$ cat src/rtl/lesf_pkg.sv
`timescale 1ns / 1ps
// shared constants, types and helpers of the largest empty square finder
// no dependencies

package lesf_pkg;

  localparam int MAX_WIDTH  = 1024;
  localparam int MAX_HEIGHT = 1024;

  localparam int COL_W  = $clog2(MAX_WIDTH);
  localparam int ROW_W  = $clog2(MAX_HEIGHT);
  localparam int SIZE_W = 11;
  localparam int CFG_W  = 11;
  localparam int CFG_IDX_W = 1;

  localparam logic [CFG_IDX_W-1:0] CFG_MAP_WIDTH  = 1'b0;
  localparam logic [CFG_IDX_W-1:0] CFG_MAP_HEIGHT = 1'b1;

  // one cell in flight between the input register and the size stage
  typedef struct packed {
    logic             is_obstacle;
    logic [COL_W-1:0] col;
    logic [ROW_W-1:0] row;
    logic             map_end;
  } lesf_cell_t;

  function automatic logic [SIZE_W-1:0] min3(input logic [SIZE_W-1:0] a,
                                             input logic [SIZE_W-1:0] b,
                                             input logic [SIZE_W-1:0] c);
    logic [SIZE_W-1:0] m;
    m = (a < b) ? a : b;
    return (m < c) ? m : c;
  endfunction

endpackage

$ cat src/rtl/lesf_cell.sv
`timescale 1ns / 1ps
// square size at one cell: 0 at an obstacle, else 1 + min of neighbors
// depends on lesf_pkg

module lesf_cell (
  input  lesf_pkg::lesf_cell_t           cur,
  input  logic [lesf_pkg::SIZE_W-1:0]    up_raw,
  input  logic [lesf_pkg::SIZE_W-1:0]    left_raw,
  input  logic [lesf_pkg::SIZE_W-1:0]    diag_raw,
  output logic [lesf_pkg::SIZE_W-1:0]    up,
  output logic [lesf_pkg::SIZE_W-1:0]    size
);

  logic [lesf_pkg::SIZE_W-1:0] left;
  logic [lesf_pkg::SIZE_W-1:0] diag;
  logic                        top_edge;
  logic                        left_edge;

  assign top_edge  = (cur.row == '0);
  assign left_edge = (cur.col == '0);

  // neighbors outside the map count as zero
  assign up   = top_edge ? '0 : up_raw;
  assign left = left_edge ? '0 : left_raw;
  assign diag = (top_edge || left_edge) ? '0 : diag_raw;

  assign size = cur.is_obstacle ? '0
              : lesf_pkg::min3(up, left, diag) + lesf_pkg::SIZE_W'(1);

endmodule
$ cat config.mk
export PLATFORM = sky130hd
export DESIGN_NAME = lesf_cell
export DESIGN_NICKNAME = d
export VERILOG_FILES = /design/src/rtl/lesf_pkg.sv /design/src/rtl/lesf_cell.sv
export SDC_FILE = /design/constraint.sdc
export NUM_CORES = 1
export LEC_CHECK = 0
export BUFFER_PORTS_ARGS = -buffer_cell sky130_fd_sc_hd__buf_4
export CORE_MARGIN = 1
export CORE_UTILIZATION = 25
export DETAILED_ROUTE_END_ITERATION = 7
export PLACE_DENSITY = 0.59
export SYNTH_ARGS = -nofsm -noshare
export SYNTH_HDL_FRONTEND = slang
export SYNTH_SLANG_ARGS = --single-unit
$ cat constraint.sdc
create_clock -name vclk -period 15
set_input_delay 1.5 -clock vclk [all_inputs]
set_output_delay 1.5 -clock vclk [all_outputs]
set_load 0.05 [all_outputs]
Word-level counts from Yosys, hierarchy flattened

Index checks and enable logic that the tools add are counted.

Bits in latches: 0
ROM bits: 0
Input port bits: 55
Memories: 0
RAM bits: 0
Bits in registers: 0

Add/subtract/negate cells: 1
Shifts and indexed selects: 0
$lt $le $gt $ge: 2
Equal/unequal tests: 0
Multiply operators: 0
Bitwise gates (word level): 0
Reductions and logical operators: 3
Mux-type cells: 6
Divide/modulo/power cells: 0

Operators by type and width:

| operator                                       | count |
|---|---|
| two-way mux 11 bit                             | 6 |
| < comparator 11 bit                            | 2 |
| zero test 10 bit                               | 2 |
| adder 11 x 1 -> 11 bit (second input constant) | 1 |
| logical OR 1 bit                               | 1 |

Logic depth before layout (Yosys ltp)

Gate-level depths: netlist of the first run.

Depth after elaboration: 8
Mapped depth: 31
Mapped depth without buffers: 27

Worst setup path before layout of the first run

OpenSTA, ideal clock, no wires.

Path kind: in2out
Start: input cur[10] (netlist name)
End: output size[7] (netlist name)
Stages: 23
Setup slack: 5.953 ns
Arrival: 7.547 ns
Required time: 13.500 ns
Buffers on the path: 2
Path through: nor4_2 nand3_1 clkbuf_1 nand2_1 inv_1 ha_1 a21o_1 a21o_1 a211o_1 a21oi_2 clkbuf_1 a21oi_1 or2_2 ha_1 a21oi_1 o21ai_0 a221oi_1 o2111ai_1 or4_4 a32oi_2 o21ai_2 or4_1 a21oi_1

Longest elaborated chain between the ends: 8

Ends and longest elaborated chain:

| item                       | line            | source |
|---|---|---|
| from (decl)                | lesf_cell.sv:6  | `input lesf_pkg::lesf_cell_t cur,` |
| zero test 10 bit (*)       | lesf_cell.sv:19 | `assign top_edge = (cur.row == '0);` |
| two-way mux 11 bit (*)     | lesf_cell.sv:23 | `assign up = top_edge ? '0 : up_raw;` |
| net up, one bit            | lesf_cell.sv:10 | `output logic [lesf_pkg::SIZE_W-1:0] up,` |
| < comparator 11 bit        | lesf_pkg.sv:31  | `m = (a < b) ? a : b;` |
| two-way mux 11 bit (*)     | lesf_pkg.sv:31  |  |
| < comparator 11 bit        | lesf_pkg.sv:32  | `return (m < c) ? m : c;` |
| two-way mux 11 bit (*)     | lesf_pkg.sv:32  |  |
| adder 11 x 1 -> 11 bit (*) | lesf_cell.sv:28 | `: lesf_pkg::min3(up, left, diag) + lesf_pkg::SIZE_W'(1);` |
| two-way mux 11 bit (*)     | lesf_cell.sv:27 | `assign size = cur.is_obstacle ? '0` |
| to (decl)                  | lesf_cell.sv:11 | `output logic [lesf_pkg::SIZE_W-1:0] size` |

The timed path passes the listed nets; every way through them passes the cells marked *.

Worst setup path after layout of the first run

Start: input cur[12] (netlist name)
End: output size[8] (netlist name)

Longest elaborated chain between the ends: 8

Ends and longest elaborated chain:

| item                       | line            | source |
|---|---|---|
| zero test 10 bit (*)       | lesf_cell.sv:20 | `assign left_edge = (cur.col == '0);` |
| two-way mux 11 bit         | lesf_cell.sv:24 | `assign left = left_edge ? '0 : left_raw;` |
| < comparator 11 bit        | lesf_pkg.sv:31  |  |
| two-way mux 11 bit         | lesf_pkg.sv:31  |  |
| < comparator 11 bit        | lesf_pkg.sv:32  |  |
| two-way mux 11 bit (*)     | lesf_pkg.sv:32  |  |
| adder 11 x 1 -> 11 bit (*) | lesf_cell.sv:28 |  |
| two-way mux 11 bit (*)     | lesf_cell.sv:27 |  |

Every way passes the cells marked *; elsewhere a longest branch is shown, timed or not.

==> out/metrics.yaml, run 1 <==
run_status:
  status: "finished clean"
final_layout:
  fillCellCount: 672
  flops_and_latches: 0
  nClkBuffers: 0
  syn2layout_area_growth_pct: 38.9
  layout.nets: 391
  drive_gt1_frac: 0.290
  diodes: 0
  regArea_um2: 0
routing:
  postRouteAntennaNets: 0
  routed_wl_um: 5670
  num_vias: 2109
  via_per_inst: 5.42
  drc: 0
  post_drt_wl_per_cell_um: 14.6
  first_pass_iters: 4
  drt_iter0_drc: 101
synthesis:
  netlist_area_um2: 1580
  synthTopCellsByArea: "ha_1, nand2_1, a21oi_1"
  yosys_warnings: 0
  synth.largest_area_cell: "ha_1"
  netlist_instances: 249
  yosysTopAreaCellShare: 0.158
  ys_seq_area_frac: 0
  netlist_top_cells_count: "nand2_1, a21oi_1, ha_1"
  syn_area_per_cell_um2: 6.35
  synth_mux_area_frac: 0.0665
  synth_compound_area_frac: 0.326
  syn-num-nets: 324
  synth_cell_types: 50
  synth_most_common_cell: "nand2_1"
  synth_top_family_by_area: "simple AND/OR/NAND/NOR gates"
  synth-xor-area-share: 0.0277
  synth-simple-area-share: 0.350
  yosys.area_share.adder: 0.165
power:
  power_uw: 129
  p_per_area_nw_per_um2: 58.9
  p_leak_uw: 0.00109
  irDropWorstVdd_v: 0.0000282
setup_path:
  crit_path_end_kind: "primary output"
  cp.required_ns: 13.50
  setup.worst_path.class: "input port to primary output"
  start_kind: "input port"
  critPathMaxFanout: 14
  critPathArrivalTime_ns: 8.50
floorplan:
  core_um2: 6030
  die_y_um: 81.5
  initial_core_util: 0.262
  num_io_pins: 77
  dieArea_um2: 6650
  rows: 28
  chipWidth_um: 81.5
timing:
  fmax_mhz: 100
  period_needed_ns: 10.00
  setup_viol: 0
  max_slew_margin: 0.446
  rsz0062_at_grt: "false"
  finalCritPeriodShare: 0.667
  setup-tns-final_ns: 0
  maxSlewViolCount: 0
  worst_pin_slew_ns: 0.831
  hold_viol: 0
grt:
  grt_pass1_vias: 1996
  antenna_found_initial: 0
  grt_pass1_wl_um: 9060
  grt-ovfl-total: 0
  globalRouteTotalUtil: 0.170
  grt_max_degree: 20
placed_design:
  port_buffers: 76
  gp_congestion: 0.891
  dp_hpwl_um: 4830
run:
  drv_cap: 0
worst_hold_path:
  min_path_type: "input port to primary output"
clock_network:
  cts_resized: 0
  cts_hold_buf: 0
  postCtsSetupBuffers: 0
## final cells by class
cell class	count	area, um^2	area share
well taps	75	93.8	0.0427
multi-input cells	224	1480	0.674
repair buffers	76	571	0.260
inverters	14	52.6	0.0239
## power by group
group | leakage, uW | internal [uW] | switching [uW]
sequential | 0 | 0 | 0
clock | 0 | 0 | 0
combinational | 0.00109 | 48.1 | 81.3
## logic make-up (layout without fill, tap and decap cells)
family                   after synthesis  in the layout
AND/OR/NAND/NOR                      111            111
multiplexers                          10             10
adder cells (fa/ha/maj)               21             21
buffers and inverters                 25             90
XOR/XNOR                               5              5
AO/OA/AOI/OAI                         77             77
## worst paths after layout
check / from / end / slack [ns] / cells past startpoint
worst max-delay path: cur[12] / size[8] / 5.00 / 25
worst min-delay path: cur[21] / size[7] / 3.38 / 3
## critical path, stage by stage
cell       delay [ns]
buf_4            0.11
nor4_1           0.38
nand4_1          0.55
nand2_1          0.31
ha_1             0.28
a21o_1           0.16
a21o_1           0.17
a211o_1          0.32
a21o_1           0.27
nor2_1           0.57
o21ai_0          0.29
ha_1             0.28
or3_1            0.37
a221oi_1         0.47
o2111ai_1        0.33
a31oi_1          0.34
a21oi_1          0.29
a21oi_1          0.25
ha_1             0.35
nand3_1          0.12
nor3_1           0.19
xnor2_1          0.14
nand3_1          0.09
o211ai_1         0.13
buf_4            0.22
## cell usage in the layout (no fill, tap or decap), drive strengths merged, types with 3 or more instances in the layout
master	instances
mux2i	6
nor3	3
xnor2	3
or4	3
a211oi	4
and3	3
nand2	36
buf	76
o21ai	17
o211ai	4
a21oi	21
ha	20
inv	14
a211o	3
a21o	5
nand2b	3
nand3	17
a31oi	3
mux2	4
nand4	10
nor4	7
nor2	19
and2	4
## layer usage
layer,track usage,vias to the layer above,part of all wire
met5,0,-,0
met4,0.00893,0,0.0039
met3,0.0111,2,0.065
met2,0.311,65,0.48
met1,0.225,960,0.45
li1,-,1082,-
## metrics by stage
step	instances	cell area [um^2]	setup WS [ns]	hold WS [ns]	util
global route	389	2200	4.35	3.41	0.365
detailed placement	389	2200	5.11	3.38	0.365
floorplan	249	1580	5.95	3.19	-
global placement	389	2200	5.06	3.38	0.365
finish	389	2200	5.00	3.38	0.365
CTS	389	2200	5.09	3.38	0.365
(Power assumes the default switching activity.)
==> inputs of run 2 (changes only) <==
- PLACE_DENSITY: 0.59 -> 0.6
- clock period: 15 -> 8.9 ns (I/O delays scaled with it)
==> out/metrics.yaml, run 2 (same netlist as run 1, synthesis figures left out) <==
final_layout:
  syn2layout_area_growth_pct: 42.7
  multi_input_area_um2: 1480  # unchanged
  fillCellCount: 688  # +2.4%
  flops_and_latches: 0  # unchanged
  diodes: 0  # unchanged
  drive_gt1_frac: 0.307  # +0.0176
  layout.nets: 399  # +2.0%
  final_core_util: 0.375  # +0.00997
  final_common_cell: "buf_4"
  nClkBuffers: 0  # unchanged
  regArea_um2: 0  # unchanged
  finish.instance_area_um2: 2260  # +2.7%
  most-common-layout-cells: "buf_4, nand2_1, a21oi_1, ha_1, nor2_1"
grt:
  globalRouteTotalUtil: 0.178  # +0.00812
  grt-ovfl-total: 0  # unchanged
  grt_pass1_wl_um: 9400  # +3.8%
  grt_pass1_vias: 2066  # +3.5%
  grt_max_degree: 19  # -5.0%
  antenna_found_initial: 0  # unchanged
placed_design:
  dp_hpwl_um: 4960  # +2.7%
  port_buffers: 76  # unchanged
  placed_cell_area_um2: 2260  # +2.7%
  gp_congestion: 0.872  # -2.1%
routing:
  first_pass_iters: 4  # unchanged
  post_drt_wl_per_cell_um: 14.5  # -0.27%
  num_vias: 2145  # +1.7%
  routed_wl_um: 5770  # +1.8%
  via_per_inst: 5.40  # -0.34%
  drc: 0  # unchanged
  drt_iter0_drc: 120  # +19%
  postRouteAntennaNets: 0  # unchanged
clock_network:
  cts_hold_buf: 0  # unchanged
  cts_resized: 0  # unchanged
  postCtsSetupBuffers: 0  # unchanged
timing:
  rsz0062_at_grt: "false"
  max_slew_margin: 0.543  # +0.0967
  finalCritPeriodShare: 0.917
  hold_viol: 0  # unchanged
  maxSlewViolCount: 0  # unchanged
  setup-tns-final_ns: 0  # unchanged
  setup_viol: 0  # unchanged
  period_needed_ns: 8.16
  fmax_mhz: 123
  worst_pin_slew_ns: 0.679  # -0.151 ns
setup_path:
  critPathArrivalTime_ns: 7.27  # -1.23 ns
  setup.worst_path.class: "input port to primary output"
  critPathMaxFanout: 8  # -6
  start_kind: "input port"
  cp.required_ns: 8.01  # -5.49 ns
  crit_path_end_kind: "primary output"
floorplan:
  dieArea_um2: 6650  # unchanged
  die_y_um: 81.5  # unchanged
  rows: 28  # unchanged
  chipWidth_um: 81.5  # unchanged
  core_um2: 6030  # unchanged
  initial_core_util: 0.262  # unchanged
  num_io_pins: 77  # unchanged
run:
  drv_cap: 0  # unchanged
worst_hold_path:
  min_path_type: "input port to primary output"
power:
  irDropWorstVdd_v: 0.0000547  # +94%
  p_leak_uw: 0.00113  # +3.4%
  power_uw: 225  # +74%
  p_per_area_nw_per_um2: 99.7  # +69%
run_status:
  status: "finished clean"
run 2: cell count changes in the layout (fill, tap and decap cells not counted):
cell   delta
buf_4     +8
run 2: path summary, 6_finish.rpt:
check / start / end / slack [ns] / depth (start not counted)
worst max-delay path: cur[2] / size[7] / 0.74 / 24
worst min-delay path: cur[21] / size[2] / 2.16 / 3
run 2: critical path, stage by stage:
cell	delay (ns)
buf_4	0.11
nor4_2	0.31
nand3_1	0.34
buf_4	0.28
and2_1	0.18
ha_1	0.31
nand4_1	0.14
nor2_1	0.24
and3_1	0.21
and3_1	0.35
nor2_1	0.14
buf_4	0.19
o21ai_0	0.28
ha_1	0.32
a21oi_1	0.14
o21ai_0	0.10
a221oi_1	0.52
o2111ai_1	0.34
or4_4	0.54
a32oi_2	0.29
o21ai_2	0.13
or4_1	0.54
a21oi_1	0.16
buf_4	0.21
run 2: power by group:
group          internal (uW)  switching (uW)
logic                   86.4             139
clock network              0               0
registers                  0               0
run 2: per-layer routing:
| metal | vias to the layer above | part of all wire | track usage |
|---|---|---|---|
| met5 | - | 0 | 0 |
| met4 | 0 | 0.0080 | 0.0196 |
| met3 | 4 | 0.058 | 0.00667 |
| met2 | 64 | 0.49 | 0.328 |
| met1 | 981 | 0.45 | 0.233 |
| li1 | 1096 | - | - |
run 2: area by class of cell:
cell class	instances	share of cell area
inverter	14	0.0233
timing repair buffer	84	0.279
multi-input combinational	224	0.656
tap	75	0.0416
run 2: through the flow:
step                      std cells  hold slack (ns)  setup WS, ns
final                           397             2.16         0.742
after global routing            397             2.18         0.281
after CTS                       397             2.16         0.789
after detailed placement        397             2.17         0.822
after global placement          397             2.16         0.839
after floorplan                 249             1.97          1.07
==> inputs of run 3 (changes only) <==
- ABC_AREA: unset -> 1
- ABC_CLOCK_PERIOD_IN_PS: unset -> 8900
- PLACE_DENSITY: 0.6 -> 0.61
==> out/metrics.yaml, run 3 <==
run_status:
  status: "finished clean"
synthesis:
  netlist_top_cells_count: "nand2_1, inv_1, nor2_1"
  ys_seq_area_frac: 0  # unchanged
  synth_most_common_cell: "nand2_1"
  synth_cell_types: 29  # -42%
  netlist_area_um2: 1460  # -7.6%
  syn-num-nets: 342  # +5.6%
  yosys_warnings: 0  # unchanged
  yosysTopAreaCellShare: 0.177  # +0.0190
  synthTopCellsByArea: "nand2_1, ha_1, inv_1"
  synth.largest_area_cell: "nand2_1"
  netlist_instances: 267  # +7.2%
  syn_area_per_cell_um2: 5.47  # -14%
placed_design:
  port_buffers: 76  # unchanged
  dp_hpwl_um: 3580  # -28%
  gp_congestion: 0.809  # -7.2%
  dp.cells: 412  # +3.8%
power:
  pwr-share-clk: 0  # unchanged
  irDropWorstVdd_v: 0.0000619  # +13%
  p_per_area_nw_per_um2: 96.5  # -3.2%
  p_leak_uw: 0.00124  # +10%
  power_uw: 201  # -11%
  switchingPower_uw: 130  # -6.4%
  combPwrFrac: 1.000  # about the same
  power.share.sequential: 0  # unchanged
  p_int_uw: 71.6  # -17%
  switching_share: 0.644  # +0.0283
routing:
  drc: 0  # unchanged
  via_per_inst: 4.28  # -21%
  drt_iter0_drc: 32  # -73%
  postRouteAntennaNets: 0  # unchanged
  routed_wl_um: 4010  # -31%
  post_drt_wl_per_cell_um: 9.72  # -33%
  first_pass_iters: 4  # unchanged
  num_vias: 1763  # -18%
floorplan:
  rows: 27  # -3.6%
  core_um2: 5570  # -7.5%
  die_y_um: 78.5  # -3.8%
  initial_core_util: 0.262  # -0.000281
  num_io_pins: 77  # unchanged
  chipWidth_um: 78.5  # -3.8%
  dieArea_um2: 6160  # -7.4%
grt:
  antenna_found_initial: 0  # unchanged
  grt_pass1_vias: 1593  # -23%
  top_usage_layer: "met2"
  grt_use_met1: 0.169  # -0.0642
  grt_max_degree: 17  # -2
  grt_use_met3: 0.0128  # +0.00612
  grt-ovfl-total: 0  # unchanged
  gr-usage-met2: 0.232  # -0.0950
  globalRouteTotalUtil: 0.128  # -0.0497
  grt_pass1_wl_um: 6640  # -29%
timing:
  max_slew_margin: 0.644  # +0.101
  maxSlewViolCount: 0  # unchanged
  rsz0062_at_grt: "false"
  period_needed_ns: 6.52  # -1.64 ns
  setup_viol: 0  # unchanged
  hold_viol: 0  # unchanged
  setup-tns-final_ns: 0  # unchanged
  hold-worst-slack_ns: 2.08  # -0.0756 ns
  worst_pin_slew_ns: 0.530  # -0.149 ns
  fmax_mhz: 153  # +25%
  finalCritPeriodShare: 0.733  # -0.184
final_layout:
  syn2layout_area_growth_pct: 42.7  # about the same
  diodes: 0  # unchanged
  final-instance-count-excl-fill: 412  # +3.8%
  flops_and_latches: 0  # unchanged
  most-common-layout-cells: "buf_4, nand2_1, inv_1"
  drive_gt1_frac: 0.335  # +0.0278
  layout.nets: 417  # +4.5%
  final_common_cell: "buf_4"
  nClkBuffers: 0  # unchanged
  regArea_um2: 0  # unchanged
  final_core_util: 0.374  # -0.000399
  fillCellCount: 646  # -6.1%
setup_path:
  cp_slowest_stage_delay_ns: 0.45  # -0.09 ns
  crit_path_end_kind: "primary output"
  setup.worst_path.class: "input port to primary output"
  crit_family: "simple AND/OR/NAND/NOR gates"
  crit_path_start: "cur[14]"
  critPathArrivalTime_ns: 5.63  # -1.64 ns
  critPathMaxFanout: 11  # +3
  cp-endpoint: "size[10]"
  cp_slowest_cell: "o21ai_0"
  cp.required_ns: 8.01  # about the same
  crit_cells: 26  # +8.3%
  start_kind: "input port"
  path_buf_inv: 4  # unchanged
clock_network:
  postCtsSetupBuffers: 0  # unchanged
  cts_resized: 0  # unchanged
  cts_hold_buf: 0  # unchanged
worst_hold_path:
  min_path_type: "input port to primary output"
run:
  drv_cap: 0  # unchanged
==> run 3: changes by cell type after synthesis, moves of 6 or more <==
cell,change
nand4_1,-7
nand2_2,+18
a21oi_1,-6
inv_1,+30
clkbuf_1,-9
nand2_1,+33
mux2i_1,-6
nor2_1,+20
==> run 3: kinds of logic after synthesis <==
group           count (synthesis)  synth area share
compound gates                 37             0.146
simple gates                  161             0.539
buf+inv                        49             0.145
fa+ha+maj                      20             0.171
==> run 3: worst min-delay path, stage by stage <==
cell    delay (ns)
buf_4         0.09
nor2_1        0.04
buf_4         0.18
==> run 3: area by class of cell <==
| class | count | area [um^2] | share of cell area |
|---|---|---|---|
| inverter | 46 | 175 | 0.0840 |
| multi-input combinational | 218 | 1250 | 0.599 |
| tap | 72 | 90.1 | 0.0432 |
| timing repair buffer | 76 | 571 | 0.274 |
==> run 3: metal layers <==
layer  up-vias  part of all wire
met1       709              0.48
met2        57              0.45
met5         -                 0
met3         2             0.061
met4         0            0.0045
li1        995                 -
==> run 3: worst min-delay path by stage <==
stage               startpoint  endpoint  cells after the start
floorplan            up_raw[4]     up[4]                      2
global placement       cur[21]   size[1]                      3
detailed placement     cur[21]   size[1]                      3
CTS                    cur[21]   size[1]                      3
global route           cur[21]   size[0]                      3
finish                 cur[21]   size[1]                      3
==> run 3: through the flow <==
step | cell area [um^2] | setup WS, ns
floorplan | 1460 | 2.43
global placement | 2090 | 2.36
detailed placement | 2090 | 2.29
CTS | 2090 | 2.28
global route | 2090 | 1.87
finish | 2090 | 2.38
==> run 3: power groups by stage <==
stage | Clock [uW] | Sequential (uW) | Combinational (uW)
floorplan | 0 | 0 | 153
finish | 0 | 0 | 201
global placement | 0 | 0 | 200
CTS | 0 | 0 | 203
global route | 0 | 0 | 223
detailed placement | 0 | 0 | 202
